`src/rtl/core/assert_macros.svh`:
```
// ----------------------------------------------------------------------------
// assert_macros.svh
// shared assertion macros, clocked on clk and disabled during reset
// ----------------------------------------------------------------------------
`ifndef ASSERT_MACROS_SVH
`define ASSERT_MACROS_SVH

// implication or plain property checked on every rising clk edge
`define ASSERT_CLK(label, prop, msg) \
    label: assert property (@(posedge clk) disable iff (!rst_n) (prop)) else $error(msg);

// condition that must never be seen on a rising clk edge
`define ASSERT_NEVER(label, cond, msg) \
    label: assert property (@(posedge clk) disable iff (!rst_n) !(cond)) else $error(msg);

`endif

```
`src/rtl/core/prm_pkg.sv`:
```
// ----------------------------------------------------------------------------
// prm_pkg
// shared types and constants of the packet rule matcher
// ----------------------------------------------------------------------------
package prm_pkg;

    localparam int SLOT_W        = 6;
    localparam int SLOT_SPAN     = 2 ** SLOT_W;
    localparam int ADDR_W        = 64;
    localparam int IPV4_W        = 32;
    localparam int PORT_W        = 16;
    localparam int CMD_W         = 2;
    localparam int RULE_SLOTS_DEF = 64;

    localparam logic [CMD_W-1:0] CMD_WRITE = 2'd0;
    localparam logic [CMD_W-1:0] CMD_CLEAR = 2'd1;
    localparam logic [CMD_W-1:0] CMD_CHECK = 2'd2;

    localparam logic [PORT_W-1:0] PORT_ANY = '0;

    typedef struct packed {
        logic [CMD_W-1:0]  cmd;
        logic [SLOT_W-1:0] slot;
        logic [ADDR_W-1:0] addr_high;
        logic [ADDR_W-1:0] addr_low;
        logic [PORT_W-1:0] port_number;
        logic              is_ipv6;
        logic              any_address;
        logic              deny_action;
    } req_t;

    typedef struct packed {
        logic verdict;
        logic any_hit;
    } rsp_t;

    typedef struct packed {
        logic [ADDR_W-1:0] addr_high;
        logic [ADDR_W-1:0] addr_low;
        logic [PORT_W-1:0] port_number;
        logic              is_ipv6;
        logic              any_address;
        logic              deny_action;
    } rule_t;

    typedef struct packed {
        logic clr;
        logic cmp_en;
    } scan_ctl_t;

endpackage

```
`src/rtl/core/prm_match_unit.sv`:
```
// ----------------------------------------------------------------------------
// prm_match_unit
// shared rule compare and hit / deny accumulation, one rule per cycle
// ----------------------------------------------------------------------------
`include "assert_macros.svh"

module prm_match_unit (
    input  logic                clk,
    input  logic                rst_n,
    input  prm_pkg::scan_ctl_t  ctl,
    input  prm_pkg::req_t       pkt,
    input  prm_pkg::rule_t      rule,
    input  logic                rule_valid,
    output prm_pkg::rsp_t       acc
);

    logic addr_ok;
    logic port_ok;
    logic rule_hit;
    logic hit_reg;
    logic hit_next;
    logic deny_reg;
    logic deny_next;

    always_comb
    begin
        if (rule.any_address)
        begin
            addr_ok = 1'b1;
        end
        else if (pkt.is_ipv6)
        begin
            addr_ok = (rule.addr_high == pkt.addr_high) && (rule.addr_low == pkt.addr_low);
        end
        else
        begin
            addr_ok = rule.addr_low[prm_pkg::IPV4_W-1:0] == pkt.addr_low[prm_pkg::IPV4_W-1:0];
        end
        port_ok  = (rule.port_number == prm_pkg::PORT_ANY) ||
                   (rule.port_number == pkt.port_number);
        rule_hit = rule_valid && (rule.is_ipv6 == pkt.is_ipv6) && addr_ok && port_ok;
    end

    always_comb
    begin
        hit_next  = hit_reg;
        deny_next = deny_reg;
        if (ctl.clr)
        begin
            hit_next  = 1'b0;
            deny_next = 1'b0;
        end
        else if (ctl.cmp_en && rule_hit)
        begin
            hit_next  = 1'b1;
            deny_next = deny_reg | rule.deny_action;
        end
    end

    always_ff @(posedge clk or negedge rst_n)
    begin
        if (!rst_n)
        begin
            hit_reg  <= 1'b0;
            deny_reg <= 1'b0;
        end
        else
        begin
            hit_reg  <= hit_next;
            deny_reg <= deny_next;
        end
    end

    assign acc.verdict = deny_reg;
    assign acc.any_hit = hit_reg;

    // a deny verdict always comes from a matching rule
    `ASSERT_CLK(a_deny_has_hit, deny_reg |-> hit_reg, "deny set without any hit")
    // clearing wins over accumulation
    `ASSERT_CLK(a_clr_zeroes, ctl.clr |=> (!hit_reg && !deny_reg), "accumulators not cleared")

endmodule

```
`config.mk`:
```
export PLATFORM = sky130hd
export DESIGN_NAME = prm_match_unit
export DESIGN_NICKNAME = d
export VERILOG_FILES = /design/src/rtl/core/prm_pkg.sv /design/src/rtl/core/prm_match_unit.sv
export VERILOG_INCLUDE_DIRS = /design/src /design/src/rtl/core
export SDC_FILE = /design/constraint.sdc
export NUM_CORES = 1
export LEC_CHECK = 0
export ABC_AREA = 1
export BUFFER_PORTS_ARGS = -buffer_cell sky130_fd_sc_hd__buf_2
export CORE_AREA = 2 2 119 121
export DETAILED_ROUTE_END_ITERATION = 7
export DIE_AREA = 0 0 121 123
export GPL_ROUTABILITY_DRIVEN = 1
export PLACE_DENSITY = 0.49
export SLEW_MARGIN = 0
export SYNTH_ARGS = -nofsm -noshare
export SYNTH_HDL_FRONTEND = slang
export SYNTH_SLANG_ARGS = --single-unit
```
`constraint.sdc`:
```
create_clock -name clk -period 1.1 [get_ports clk]
set_clock_uncertainty 0.05 [all_clocks]
set_input_delay 0.11 -clock clk [delete_from_list [all_inputs] [get_ports clk]]
set_output_delay 0.11 -clock clk [all_outputs]
set_load 0.05 [all_outputs]
```
==> impl_metrics.ini <==
[status]
status = finished, violations left
violations = setup timing

[setup_path]
cp_max_fo = 2
critPathCaptureType = flop
path_cells = buf_2 -> xnor2_2 -> nand2_1 -> nor2_1 -> nand2_1 -> nor2_2 -> nand2_1 -> nor2_2 -> nand3_1 -> nand3_2 -> nand3_2 -> a21oi_2
cp_common_cell = nand2_1
critPathKind = input port to flop
worstPathRequired_ns = 1.20
cp.arrival_ns = 1.30
cp_top_family = simple AND/OR/NAND/NOR gates
cpPeakStageDelay_ns = 0.15
crit_cells = 12
crit_slowest_cell = xnor2_2
startpoint_type = input port
rr_worst_depth = 2
crit_buf_inv = 1

[logic_synthesis]
netlist_area_sq_mm = 0.00223
synth_cell_types = 15
syn_inst = 409
yosys_warnings = 0
synth-seq-cells = 2
syn-num-nets = 716
synth-seq-area-share_pct = 2.24
synth_area_per_cell_sq_um = 5.45

[clocking]
post-cts-setup-buffers = 0
cts_htree_levels = 1
cts_sinks = 2
cts_tree = done
clk_pin_slew_ns = 0.03
cts_buffers = 3
clk_latency_ns = 0.22
cts_root_buffer = clkbuf_16
clockBufferDepth = 2

[global_route]
track_usage_pct = 11.5
busiest_layer = met2
use_met1_pct = 11.1
use_met2_pct = 22.4
grtUsageMet3_pct = 4.38
antenna_found_initial = 0
grt_overflow_total = 0
grt_pass1_wl_mm = 13.4
grt_max_degree = 4
first_global_vias = 3149

[finish]
final.fill_count = 1569
drive_gt1_share_pct = 47.3
layout_common_cells = buf_2 (283), nand2_1 (161), xnor2_1 (100)
nets = 1021
finish.utilization_pct = 31.5
layout_commonest_cell = buf_2
area_growth_pct = 92.3
antennaDiodeCount = 0
fin_cells = 892

[die]
die_area_sq_mm = 0.0149
dieWidth_um = 121
initial_utilization_pct = 16.4
fp.dieH_um = 123
core-area_sq_mm = 0.0136
ioPinCount = 309
fp-row-count = 43

[sta]
period_needed_ns = 1.20
rsz0062_at_grt = true
period_share_pct = 109
fin_ws_ns = -0.0989
slew_viol_final = 0
fmax_ghz = 0.834
slew_headroom_pct = 80.9
hold_violations = 0
hold-worst-slack_ns = 0.0134
worst_pin_slew_ns = 0.284
finalSetupViolations = 2

[pwr]
vdd_drop_max_mv = 0.432
power_density_mw_per_mm2 = 470
p_leak_nw = 2.38

[route]
routed_wl_mm = 9.40
drc = 0
wl_per_cell_um = 10.5
num_vias = 3283
drt-pass1-iter-count = 4
drt-vias-per-instance = 3.68
dr.first_iter.drc_count = 60
ant_nets = 0

[job]
max-cap-violations = 0

[placement]
port_buffers = 298
place.gp.congestion = 0.826
placedCellCount = 888
dp_hpwl_mm = 8.70

[min_path]
hold_path_depth = 2
worstHoldPathType = input port to flop
worst reg2reg max path, delay by kind of cell, from the launching register on:
family	cells	cell delay [ns]
compound gates	1	0.10
flops	1	0.38
simple gates	1	0.05
metrics by stage:
step	TNS, ns	setup slack [ns]	instance area (sq um)	total power, W
CTS	-0.169	-0.0900	4170	0.00199
finish	-0.137	-0.0989	4290	0.00202
floorplan	-0.0139	-0.0139	2230	0.000678
global placement	-0.709	-0.366	3950	0.00137
global route	-0.471	-0.259	4290	0.00220
detailed placement	-0.681	-0.350	3950	0.00138
cell families (layout without fill, tap and decap cells):
family,Yosys count,in the layout,synth area share (%)
simple gates,225,225,39.8
xor+xnor,117,117,46.0
buf+inv,61,364,10.6
compound gates,4,4,1.40
flops,2,2,2.24
worst paths after layout:
kind / startpoint / end / slack (ns)
worst max-delay path: pkt[21] / deny_reg / -0.1
worst min-delay path: ctl[1] / deny_reg / 0.01
worst max register to register: hit_reg / hit_reg / 0.42
worst min register to register: hit_reg / hit_reg / 0.46
max in group asynchronous: rst_n / hit_reg / 0.68
min in group asynchronous: rst_n / deny_reg / 0.22
routing by layer:
metal / vias to the layer above / part of all wire, %
met4: 0 / 1.5
met1: 1314 / 35
met5: - / 0
li1: 1800 / -
met2: 159 / 52
met3: 10 / 11
cells in the mapped netlist:
master | instances | area, sq um
xnor2_1 | 116 | 1020
nor4_1 | 4 | 25.0
xor2_1 | 1 | 8.76
a21oi_2 | 1 | 8.76
nand2_1 | 164 | 616
nand3_1 | 2 | 10.0
nand4_1 | 4 | 25.0
a21oi_1 | 1 | 5.00
buf_4 | 2 | 15.0
nor2_2 | 3 | 18.8
inv_1 | 59 | 221
o2111ai_1 | 2 | 17.5
dfrtp_1 | 2 | 50.1
nand3_2 | 2 | 20.0
nor2_1 | 46 | 173
area by class of cell:
cell class	instances	area [sq um]	share of cell area, %
flip-flops and latches	2	50.0	1.17
well taps	180	225	5.25
clock buffers	3	75.1	1.75
multi-input cells	346	2100	48.9
repair buffers	302	1620	37.7
inverters	59	221	5.17
where the power goes:
part	switching [W]	internal, W
logic	0.000564	0.000838
registers	0.000000000221	0.0000742
clock network	0.0000782	0.000462
total	0.000642	0.00137
repair_timing:
item,in CTS,in global routing
hold buffers,1,0
gates resized for setup,22,21
setup endpoints to repair,2,2
pin swaps,30,21
endpoints found under the hold margin,2,0
(Power assumes the default switching activity.)
